<file path="src/hw/rtl/srecord_hex_encoder_assert.svh">
// Assertion macros shared by the S-record encoder modules.
`ifndef SRECORD_HEX_ENCODER_ASSERT_SVH
`define SRECORD_HEX_ENCODER_ASSERT_SVH

// Same-cycle implication, disabled while reset is held.
`define SHX_ASSERT_IMP(lbl, clk, rst_n, ante, cons) \
  lbl: assert property (@(posedge clk) disable iff (!rst_n) (ante) |-> (cons)) \
    else $error("shx assertion failed");

// Next-cycle implication, disabled while reset is held.
`define SHX_ASSERT_NXT(lbl, clk, rst_n, ante, cons) \
  lbl: assert property (@(posedge clk) disable iff (!rst_n) (ante) |=> (cons)) \
    else $error("shx assertion failed");

`endif

</file>
<file path="src/hw/rtl/shx_pkg.sv">
// Shared types and constants of the S-record encoder.
package shx_pkg;

  localparam int RECORD_BYTES_DEF = 32;
  localparam int NAME_MAX_DEF     = 32;
  localparam int FIFO_DEPTH_DEF   = 4;

  // Longest character sequence that one item can cause.
  localparam int MAX_CHARS = 17;
  localparam int LEN_W     = $clog2(MAX_CHARS + 1);

  // Commands on the input channel.
  localparam logic [1:0] CMD_START  = 2'd0;
  localparam logic [1:0] CMD_NAME   = 2'd1;
  localparam logic [1:0] CMD_DATA   = 2'd2;
  localparam logic [1:0] CMD_FINISH = 2'd3;

  // Configuration register indexes.
  localparam logic REG_NAME_LENGTH = 1'b0;
  localparam logic REG_DATA_LENGTH = 1'b1;

  typedef enum logic [2:0] {
    JOB_ERR,
    JOB_START,
    JOB_NAME,
    JOB_DATA,
    JOB_FINISH
  } job_kind_t;

  // One queued output sequence, fully worked out by the front end.
  typedef struct packed {
    job_kind_t        kind;
    logic [LEN_W-1:0] len;     // number of characters
    logic             open;    // data: record header goes first
    logic             close;   // checksum and newline go last
    logic [7:0]       cnt;     // record byte count
    logic [31:0]      offset;  // data: record address
    logic [7:0]       data;    // name or data byte
    logic [7:0]       csum;    // final checksum
  } job_t;

endpackage

</file>
<file path="src/hw/rtl/shx_front.sv">
// Front end: accepts commands, tracks record state and queues output jobs.
module shx_front #(
  parameter int RECORD_BYTES = shx_pkg::RECORD_BYTES_DEF,
  parameter int NAME_MAX     = shx_pkg::NAME_MAX_DEF
) (
  input  logic         clk,
  input  logic         rst_n,
  input  logic         in_tvalid,
  output logic         in_tready,
  input  logic [7:0]   in_tdata,
  input  logic [1:0]   in_tuser,
  input  logic         cfg_valid,
  output logic         cfg_ready,
  input  logic         cfg_index,
  input  logic [31:0]  cfg_data,
  input  logic         q_full,
  output logic         q_push,
  output shx_pkg::job_t q_job
);
  import shx_pkg::*;

  localparam int MAXREC = (RECORD_BYTES > 250) ? 250 : RECORD_BYTES;
  localparam int CW     = $clog2(MAXREC + 1);
  localparam int NMAX   = (NAME_MAX > 63) ? 63 : NAME_MAX;

  typedef enum logic [1:0] {PH_IDLE, PH_NAME, PH_DATA} phase_t;

  phase_t          phase_r, phase_nxt;
  logic [5:0]      name_count_r, name_count_nxt;
  logic [31:0]     data_offset_r, data_offset_nxt;
  logic [CW-1:0]   chunk_fill_r, chunk_fill_nxt;
  logic [CW-1:0]   chunk_size_r, chunk_size_nxt;
  logic [7:0]      running_sum_r, running_sum_nxt;
  logic [5:0]      name_length_r;
  logic [31:0]     data_length_r;

  logic            accept;
  logic [5:0]      nl;
  logic [7:0]      start_cnt;
  logic [31:0]     rem;
  logic [CW-1:0]   size_use;
  logic [CW-1:0]   fill_inc;
  logic [7:0]      sum_new;
  logic            data_open;
  logic            data_close;
  job_t            job;

  assign in_tready = !q_full;
  assign cfg_ready = 1'b1;
  assign accept    = in_tvalid && in_tready;
  assign q_push    = accept;
  assign q_job     = job;

  assign nl        = (name_length_r > 6'(NMAX)) ? 6'(NMAX) : name_length_r;
  assign start_cnt = {2'b00, nl} + 8'd3;
  assign rem       = data_length_r - data_offset_r;
  assign data_open = (chunk_fill_r == '0);
  assign size_use  = !data_open ? chunk_size_r :
                     (rem < 32'(MAXREC)) ? rem[CW-1:0] : CW'(MAXREC);
  assign fill_inc  = chunk_fill_r + CW'(1);
  assign data_close = (fill_inc >= size_use);

  always_comb begin
    phase_nxt       = phase_r;
    name_count_nxt  = name_count_r;
    data_offset_nxt = data_offset_r;
    chunk_fill_nxt  = chunk_fill_r;
    chunk_size_nxt  = chunk_size_r;
    running_sum_nxt = running_sum_r;
    sum_new         = 8'd0;
    job             = '0;
    job.kind        = JOB_ERR;
    job.len         = LEN_W'(1);
    job.data        = in_tdata;
    job.offset      = data_offset_r;
    case (in_tuser)
      CMD_START: begin
        if (phase_r == PH_IDLE) begin
          job.kind        = JOB_START;
          job.cnt         = start_cnt;
          job.close       = (nl == 6'd0);
          job.csum        = ~start_cnt;
          job.len         = (nl == 6'd0) ? LEN_W'(12) : LEN_W'(9);
          running_sum_nxt = start_cnt;
          data_offset_nxt = '0;
          chunk_fill_nxt  = '0;
          chunk_size_nxt  = '0;
          name_count_nxt  = nl;
          phase_nxt       = (nl == 6'd0) ? PH_DATA : PH_NAME;
        end
      end
      CMD_NAME: begin
        if (phase_r == PH_NAME && name_count_r != 6'd0) begin
          sum_new         = running_sum_r + in_tdata;
          job.kind        = JOB_NAME;
          job.close       = (name_count_r == 6'd1);
          job.csum        = ~sum_new;
          job.len         = (name_count_r == 6'd1) ? LEN_W'(5) : LEN_W'(2);
          running_sum_nxt = sum_new;
          name_count_nxt  = name_count_r - 6'd1;
          if (name_count_r == 6'd1) begin
            phase_nxt = PH_DATA;
          end
        end
      end
      CMD_DATA: begin
        if (phase_r == PH_DATA && (!data_open || data_offset_r < data_length_r)) begin
          job.cnt = 8'(size_use) + 8'd5;
          // A new record folds its count and four address bytes into the sum.
          if (data_open) begin
            sum_new = job.cnt + data_offset_r[31:24] + data_offset_r[23:16]
                      + data_offset_r[15:8] + data_offset_r[7:0] + in_tdata;
          end else begin
            sum_new = running_sum_r + in_tdata;
          end
          job.kind        = JOB_DATA;
          job.open        = data_open;
          job.close       = data_close;
          job.csum        = ~sum_new;
          job.len         = (data_open ? LEN_W'(12) : LEN_W'(0)) + LEN_W'(2)
                            + (data_close ? LEN_W'(3) : LEN_W'(0));
          running_sum_nxt = sum_new;
          chunk_size_nxt  = size_use;
          chunk_fill_nxt  = data_close ? '0 : fill_inc;
          data_offset_nxt = data_offset_r + 32'd1;
        end
      end
      default: begin
        if (phase_r == PH_DATA && data_open && data_offset_r >= data_length_r) begin
          job.kind        = JOB_FINISH;
          job.cnt         = 8'd5;
          job.close       = 1'b1;
          job.csum        = ~8'd5;
          job.len         = LEN_W'(15);
          phase_nxt       = PH_IDLE;
          name_count_nxt  = '0;
          data_offset_nxt = '0;
          chunk_fill_nxt  = '0;
          chunk_size_nxt  = '0;
          running_sum_nxt = '0;
        end
      end
    endcase
  end

  always_ff @(posedge clk) begin
    if (!rst_n) begin
      phase_r       <= PH_IDLE;
      name_count_r  <= '0;
      data_offset_r <= '0;
      chunk_fill_r  <= '0;
      chunk_size_r  <= '0;
      running_sum_r <= '0;
      name_length_r <= '0;
      data_length_r <= '0;
    end else begin
      if (accept) begin
        phase_r       <= phase_nxt;
        name_count_r  <= name_count_nxt;
        data_offset_r <= data_offset_nxt;
        chunk_fill_r  <= chunk_fill_nxt;
        chunk_size_r  <= chunk_size_nxt;
        running_sum_r <= running_sum_nxt;
      end
      if (cfg_valid && cfg_ready) begin
        case (cfg_index)
          REG_NAME_LENGTH: name_length_r <= cfg_data[5:0];
          REG_DATA_LENGTH: data_length_r <= cfg_data;
          default: ;
        endcase
      end
    end
  end

endmodule

</file>
<file path="src/hw/rtl/shx_fifo.sv">
// Short job queue between the front end and the character sequencer.
module shx_fifo #(
  parameter int DEPTH = shx_pkg::FIFO_DEPTH_DEF
) (
  input  logic          clk,
  input  logic          rst_n,
  input  logic          push_i,
  input  shx_pkg::job_t push_job,
  output logic          full_o,
  input  logic          pop_i,
  output logic          valid_o,
  output shx_pkg::job_t head_job
);
  import shx_pkg::*;
  `include "srecord_hex_encoder_assert.svh"

  localparam int PW = (DEPTH > 1) ? $clog2(DEPTH) : 1;
  localparam int CW = $clog2(DEPTH + 1);

  job_t          mem_r [DEPTH];
  logic [PW-1:0] wr_ptr_r, rd_ptr_r;
  logic [CW-1:0] count_r, count_nxt;
  logic          do_push, do_pop;

  assign full_o   = (count_r == CW'(DEPTH));
  assign valid_o  = (count_r != '0);
  assign do_push  = push_i && !full_o;
  assign do_pop   = pop_i && valid_o;
  assign head_job = mem_r[rd_ptr_r];

  always_comb begin
    count_nxt = count_r;
    if (do_push && !do_pop) begin
      count_nxt = count_r + CW'(1);
    end else if (do_pop && !do_push) begin
      count_nxt = count_r - CW'(1);
    end
  end

  always_ff @(posedge clk) begin
    if (do_push) begin
      mem_r[wr_ptr_r] <= push_job;
    end
  end

  always_ff @(posedge clk) begin
    if (!rst_n) begin
      wr_ptr_r <= '0;
      rd_ptr_r <= '0;
      count_r  <= '0;
    end else begin
      count_r <= count_nxt;
      if (do_push) begin
        wr_ptr_r <= (wr_ptr_r == PW'(DEPTH - 1)) ? '0 : wr_ptr_r + PW'(1);
      end
      if (do_pop) begin
        rd_ptr_r <= (rd_ptr_r == PW'(DEPTH - 1)) ? '0 : rd_ptr_r + PW'(1);
      end
    end
  end

  // The front end must hold off while the queue is full.
  `SHX_ASSERT_IMP(a_no_push_when_full, clk, rst_n, full_o, !push_i)

endmodule

</file>
<file path="src/hw/rtl/shx_back.sv">
// Back end: walks a queued job and emits its characters, one per beat.
module shx_back (
  input  logic          clk,
  input  logic          rst_n,
  input  logic          q_valid,
  input  shx_pkg::job_t q_job,
  output logic          q_pop,
  output logic          out_tvalid,
  input  logic          out_tready,
  output logic [7:0]    out_tdata,
  output logic          out_tlast,
  output logic          out_tuser
);
  import shx_pkg::*;
  `include "srecord_hex_encoder_assert.svh"

  localparam logic [7:0] CH_NL = 8'h0A;
  localparam logic [7:0] CH_S  = "S";
  localparam logic [7:0] CH_0  = "0";
  localparam logic [7:0] CH_3  = "3";
  localparam logic [7:0] CH_5  = "5";
  localparam logic [7:0] CH_7  = "7";

  logic [LEN_W-1:0] idx_r;
  logic [LEN_W-1:0] pos;
  logic [7:0]       ch;
  logic             is_last;
  logic             load;
  logic             tvalid_r;
  logic [7:0]       tdata_r;
  logic             tlast_r, tuser_r;

  function automatic logic [7:0] hexc(input logic [3:0] n);
    hexc = (n < 4'd10) ? (8'h30 + {4'h0, n}) : (8'h37 + {4'h0, n});
  endfunction

  assign is_last = (idx_r == q_job.len - LEN_W'(1));
  assign load    = q_valid && (!tvalid_r || out_tready);
  assign q_pop   = load && is_last;
  // Position within the byte-and-close tail of a data job.
  assign pos     = q_job.open ? idx_r - LEN_W'(12) : idx_r;

  always_comb begin
    ch = CH_NL;
    case (q_job.kind)
      JOB_ERR: ch = 8'h00;
      JOB_START: begin
        case (idx_r)
          LEN_W'(0): ch = CH_NL;
          LEN_W'(1): ch = CH_S;
          LEN_W'(2): ch = CH_0;
          LEN_W'(3): ch = hexc(q_job.cnt[7:4]);
          LEN_W'(4): ch = hexc(q_job.cnt[3:0]);
          LEN_W'(5), LEN_W'(6), LEN_W'(7), LEN_W'(8): ch = CH_0;
          LEN_W'(9): ch = hexc(q_job.csum[7:4]);
          LEN_W'(10): ch = hexc(q_job.csum[3:0]);
          default: ch = CH_NL;
        endcase
      end
      JOB_NAME: begin
        case (idx_r)
          LEN_W'(0): ch = hexc(q_job.data[7:4]);
          LEN_W'(1): ch = hexc(q_job.data[3:0]);
          LEN_W'(2): ch = hexc(q_job.csum[7:4]);
          LEN_W'(3): ch = hexc(q_job.csum[3:0]);
          default: ch = CH_NL;
        endcase
      end
      JOB_DATA: begin
        if (q_job.open && idx_r < LEN_W'(12)) begin
          case (idx_r)
            LEN_W'(0): ch = CH_S;
            LEN_W'(1): ch = CH_3;
            LEN_W'(2): ch = hexc(q_job.cnt[7:4]);
            LEN_W'(3): ch = hexc(q_job.cnt[3:0]);
            LEN_W'(4): ch = hexc(q_job.offset[31:28]);
            LEN_W'(5): ch = hexc(q_job.offset[27:24]);
            LEN_W'(6): ch = hexc(q_job.offset[23:20]);
            LEN_W'(7): ch = hexc(q_job.offset[19:16]);
            LEN_W'(8): ch = hexc(q_job.offset[15:12]);
            LEN_W'(9): ch = hexc(q_job.offset[11:8]);
            LEN_W'(10): ch = hexc(q_job.offset[7:4]);
            default: ch = hexc(q_job.offset[3:0]);
          endcase
        end else begin
          case (pos)
            LEN_W'(0): ch = hexc(q_job.data[7:4]);
            LEN_W'(1): ch = hexc(q_job.data[3:0]);
            LEN_W'(2): ch = hexc(q_job.csum[7:4]);
            LEN_W'(3): ch = hexc(q_job.csum[3:0]);
            default: ch = CH_NL;
          endcase
        end
      end
      JOB_FINISH: begin
        case (idx_r)
          LEN_W'(0): ch = CH_S;
          LEN_W'(1): ch = CH_7;
          LEN_W'(2): ch = CH_0;
          LEN_W'(3): ch = CH_5;
          LEN_W'(12): ch = hexc(q_job.csum[7:4]);
          LEN_W'(13): ch = hexc(q_job.csum[3:0]);
          LEN_W'(14): ch = CH_NL;
          default: ch = CH_0;
        endcase
      end
      default: ch = 8'h00;
    endcase
  end

  always_ff @(posedge clk) begin
    if (!rst_n) begin
      tvalid_r <= 1'b0;
      idx_r    <= '0;
    end else begin
      if (load) begin
        tvalid_r <= 1'b1;
        idx_r    <= is_last ? '0 : idx_r + LEN_W'(1);
      end else if (out_tready) begin
        tvalid_r <= 1'b0;
      end
    end
  end

  always_ff @(posedge clk) begin
    if (load) begin
      tdata_r <= ch;
      tlast_r <= is_last;
      tuser_r <= (q_job.kind == JOB_ERR);
    end
  end

  assign out_tvalid = tvalid_r;
  assign out_tdata  = tdata_r;
  assign out_tlast  = tlast_r;
  assign out_tuser  = tuser_r;

  // The character index never runs past the end of the job at the head.
  `SHX_ASSERT_IMP(a_idx_in_range, clk, rst_n, q_valid, idx_r < q_job.len)
  // A rejected item gives a single beat that also closes its sequence.
  `SHX_ASSERT_IMP(a_err_is_last, clk, rst_n, out_tvalid && out_tuser, out_tlast)
  // A sequence is only popped on its final character.
  `SHX_ASSERT_NXT(a_pop_marks_last, clk, rst_n, q_pop, out_tvalid && out_tlast)

endmodule

</file>
<file path="src/hw/rtl/srecord_hex_encoder.sv">
// Top level of the Motorola S-record (S0/S3/S7) text encoder.
//
// Input channel: one command per beat. in_tuser carries the command (start,
// name byte, data byte, finish) and in_tdata the byte for name and data beats.
// Output channel: one ASCII character per beat on out_tdata; out_tlast marks
// the final character caused by one input beat, out_tuser flags a rejected
// command, which yields a single character of zero.
// Configuration: cfg_index selects name_length (0) or data_length (1); writes
// are taken in any cycle and belong between streams.
// Timing: a command is classified in the cycle it is accepted and its job is
// queued at the accepting edge; the first character is then registered onto
// out_tdata from the head of the queue. The character sequencer emits one
// character a cycle while the receiver does not stall, and an item has 2
// characters for a plain data byte, 5 when it closes a record, 17 when it also
// opens one, up to 15 for start and finish. The queue holds FIFO_DEPTH jobs,
// so commands are accepted ahead while characters drain.
// Reset clears the record state, the registers and the queue. When the
// receiver stalls, the current character holds, the queue fills and in_tready
// drops once it is full.
module srecord_hex_encoder #(
  parameter int RECORD_BYTES = shx_pkg::RECORD_BYTES_DEF,
  parameter int NAME_MAX     = shx_pkg::NAME_MAX_DEF,
  parameter int FIFO_DEPTH   = shx_pkg::FIFO_DEPTH_DEF
) (
  input  logic        clk,
  input  logic        rst_n,
  input  logic        in_tvalid,
  output logic        in_tready,
  input  logic [7:0]  in_tdata,   // data_byte[7:0]
  input  logic [1:0]  in_tuser,   // command[1:0]
  output logic        out_tvalid,
  input  logic        out_tready,
  output logic [7:0]  out_tdata,  // character[7:0]
  output logic        out_tlast,
  output logic        out_tuser,  // error[0]
  input  logic        cfg_valid,
  output logic        cfg_ready,
  input  logic        cfg_index,
  input  logic [31:0] cfg_data
);
  import shx_pkg::*;

  logic push, full, pop, head_valid;
  job_t push_job, head_job;

  shx_front #(
    .RECORD_BYTES(RECORD_BYTES),
    .NAME_MAX    (NAME_MAX)
  ) u_front (
    .clk      (clk),
    .rst_n    (rst_n),
    .in_tvalid(in_tvalid),
    .in_tready(in_tready),
    .in_tdata (in_tdata),
    .in_tuser (in_tuser),
    .cfg_valid(cfg_valid),
    .cfg_ready(cfg_ready),
    .cfg_index(cfg_index),
    .cfg_data (cfg_data),
    .q_full   (full),
    .q_push   (push),
    .q_job    (push_job)
  );

  shx_fifo #(
    .DEPTH(FIFO_DEPTH)
  ) u_fifo (
    .clk     (clk),
    .rst_n   (rst_n),
    .push_i  (push),
    .push_job(push_job),
    .full_o  (full),
    .pop_i   (pop),
    .valid_o (head_valid),
    .head_job(head_job)
  );

  shx_back u_back (
    .clk       (clk),
    .rst_n     (rst_n),
    .q_valid   (head_valid),
    .q_job     (head_job),
    .q_pop     (pop),
    .out_tvalid(out_tvalid),
    .out_tready(out_tready),
    .out_tdata (out_tdata),
    .out_tlast (out_tlast),
    .out_tuser (out_tuser)
  );

endmodule

</file>
<file path="config.mk">
export PLATFORM = sky130hd
export DESIGN_NAME = srecord_hex_encoder
export DESIGN_NICKNAME = d
export VERILOG_FILES = /design/src/hw/rtl/shx_pkg.sv /design/src/hw/rtl/shx_front.sv /design/src/hw/rtl/shx_fifo.sv /design/src/hw/rtl/shx_back.sv /design/src/hw/rtl/srecord_hex_encoder.sv
export VERILOG_INCLUDE_DIRS = /design/src /design/src/hw/rtl
export SDC_FILE = /design/constraint.sdc
export NUM_CORES = 1
export LEC_CHECK = 0
export BUFFER_PORTS_ARGS = -buffer_cell sky130_fd_sc_hd__buf_2
export CAP_MARGIN = 20
export CORE_MARGIN = 5
export CORE_UTILIZATION = 50
export CTS_BUF_LIST = sky130_fd_sc_hd__clkbuf_8
export CTS_CLUSTER_DIAMETER = 120
export DETAILED_ROUTE_END_ITERATION = 12
export PLACE_DENSITY = 0.67
export SKIP_CTS_REPAIR_TIMING = 1
export SLEW_MARGIN = 5
export SYNTH_ARGS = -nofsm -noshare
export SYNTH_HDL_FRONTEND = slang
export SYNTH_HIERARCHICAL = 1
export SYNTH_SLANG_ARGS = --single-unit
</file>
<file path="constraint.sdc">
create_clock -name clk -period 7.5 [get_ports clk]
set_input_delay 0.75 -clock clk [delete_from_list [all_inputs] [get_ports clk]]
set_output_delay 0.75 -clock clk [all_outputs]
set_load 0.02 [all_outputs]
</file>
==> impl_metrics.tcl <==
set metrics [dict create \
    clkLatencyLatePin_ns 0.63 \
    yosysWarnings 6 \
    grt_usage_pct 24.5 \
    setup_viol 0 \
    vdd_drop_max_uv 143 \
    core-area_um2 44000 \
    path_max_fanout 8 \
    r2r_slack_ns 0.42 \
    p_per_area_nw_per_um2 270 \
    critPathKind "reg2reg" \
    grt_max_degree 81 \
    antenna_left 0 \
    initial_core_util_pct 50.3 \
    area_growth_syn_to_layout_pct 10.8 \
    firstDrtPassIters 6 \
    finalClockSkew_ns 0.0426 \
    dpl.hpwl_um 43600 \
    fp.dieW_um 220 \
    worst_path_most_repeated_cell "inv_1" \
    ios 61 \
    numPortBuffers 58 \
    wl_met1_um 25500 \
    vias_per_cell 5.99 \
    overflow 0 \
    grt_pass1_wl_um 92400 \
    place_congestion 0.959 \
    slowest_delay_ns 0.55 \
    cts_sinks 382 \
    hp-class "in2reg" \
    hold_ws_ns 0.377 \
    post-route-min-period_ns 7.08 \
    critPathCapture "u_fifo/mem_r[0][7]" \
    post-route-cell-area_um2 24500 \
    leakage_nw 9.18 \
    first_iter_violations 1543 \
    finalWorstSetupSlack_ns 0.423 \
    netlist_area_um2 22100 \
    syn_inst 2050 \
    nets 2293 \
    placed_area_um2 23000 \
    utilization_pct 55.7 \
    cts-buffers-inserted 66 \
    regToRegStartpoint "u_front/data_offset_r[23]" \
    arrival_ns 7.37 \
    chipHeight_um 220 \
    wl_met2_um 27800 \
    cp_slowest_cell "fa_1" \
    crit_start "u_front/data_offset_r[23]" \
    cts_tree "yes" \
    place_ws_ns 0.151 \
    start_kind "flip-flop" \
    setup_tns_ns 0 \
    required_ns 7.79 \
    finalMaxSlewViolations 0 \
    antenna_found_initial 2 \
    rows 77 \
    r2r-end "u_fifo/mem_r[0][7]" \
    fin_crit_sh_pct 94.4 \
    h-tree-depth 3 \
    wl_met3_um 3900 \
    end_kind "flip-flop" \
    relSlewSlack_pct 27.6 \
    root_buffer "clkbuf_8" \
    clkSlewWorstSetupHoldPaths_ns 0.06 \
    hold_viol 0 \
    status "finished, final reports clean" \
    vias 16600 \
    worstMarginPinSlew_ns 1.08 \
    achievable-frequency_mhz 141 \
    grt_pass1_vias 16300 \
    top_layer "met5" \
    routed_wl_um 59500 \
    reg2reg_depth 31 \
    clock_path_buffers 3 \
    dieArea_um2 48600 \
    drc 0 \
    wl_per_cell_um 21.5 \
    drive_above_1_share_pct 15.8 \
    fillerInstances 3762 \
    synth.avg_cell_area_um2 10.8 \
    drv_cap 0 \
    synth_nets 2218 \
]
## placed cells by master, fill, tap and decap left out, types with 73 or more instances in the layout
cell type	n
xnor2_1	73
o21ai_0	103
a21oi_1	134
nor2_1	113
clkbuf_8	75
inv_1	156
ha_1	82
edfxtp_1	269
dfxtp_1	105
nand2_1	192
## worst max-delay path, delay by kind of cell (launching register included)
family,cells,cell delay (ns)
fa+ha+maj,6,2.46
compound gates,12,2.31
simple gates,7,1.13
flops,1,0.40
buf+inv,4,0.27
xor+xnor,2,0.19
## metal layers
metal,vias to the layer above,GRT usage (%)
met2,648,39.4
met3,146,4.39
li1,7748,-
met5,-,0
met1,8032,33.6
met4,2,9.24
## stage by stage
| stage | power [mW] | cells |
|---|---|---|
| 4_1_cts | 6.64 | 2764 |
| 5_1_grt | 6.97 | 2767 |
| 3_5_place_dp | 4.69 | 2646 |
| 6_report | 6.61 | 2768 |
| 3_3_place_gp | 4.67 | 2646 |
| 2_1_floorplan | 4.11 | 2050 |
## how the worst min path moves through the flow
stage                                   start                         to  cells past startpoint
CTS                              cfg_data[21]  u_front/data_length_r[21]                      3
finish                           cfg_data[20]  u_front/data_length_r[20]                      3
detailed placement  u_front/data_length_r[23]  u_front/data_length_r[23]                      2
global route                     cfg_data[31]  u_front/data_length_r[31]                      3
global placement    u_front/data_length_r[28]  u_front/data_length_r[28]                      2
floorplan            u_front/data_length_r[0]   u_front/data_length_r[0]                      2
## power breakdown
group	internal (mW)	leakage, nW	switching, mW
sequential	2.58	3.52	0.0921
clock	1.07	0.763	0.860
combinational	0.720	4.89	1.30
## layout make-up
class	instances	area, um^2	area share, %
Clock inverter	43	320	1.31
Timing Repair Buffer	109	698	2.85
Antenna cell	1	2.50	0.0102
Inverter	147	552	2.25
Clock buffer	75	1030	4.21
Multi-Input combinational cell	1419	10800	44.2
Sequential cell	382	10400	42.2
Tap cell	592	741	3.02
## sequential cells by signal (all words and copies together) (netlist names), 3 cells and up, named ones only
signal	cells
u_fifo/mem_r	260
u_front/data_length_r	32
u_front/data_offset_r	32
u_front/running_sum_r	8
u_back/out_tdata	7
u_front/chunk_fill_r	6
u_front/chunk_size_r	6
u_front/name_count_r	6
u_front/name_length_r	6
u_back/idx_r	5
u_fifo/count_r	3
(Power assumes the default switching activity.)
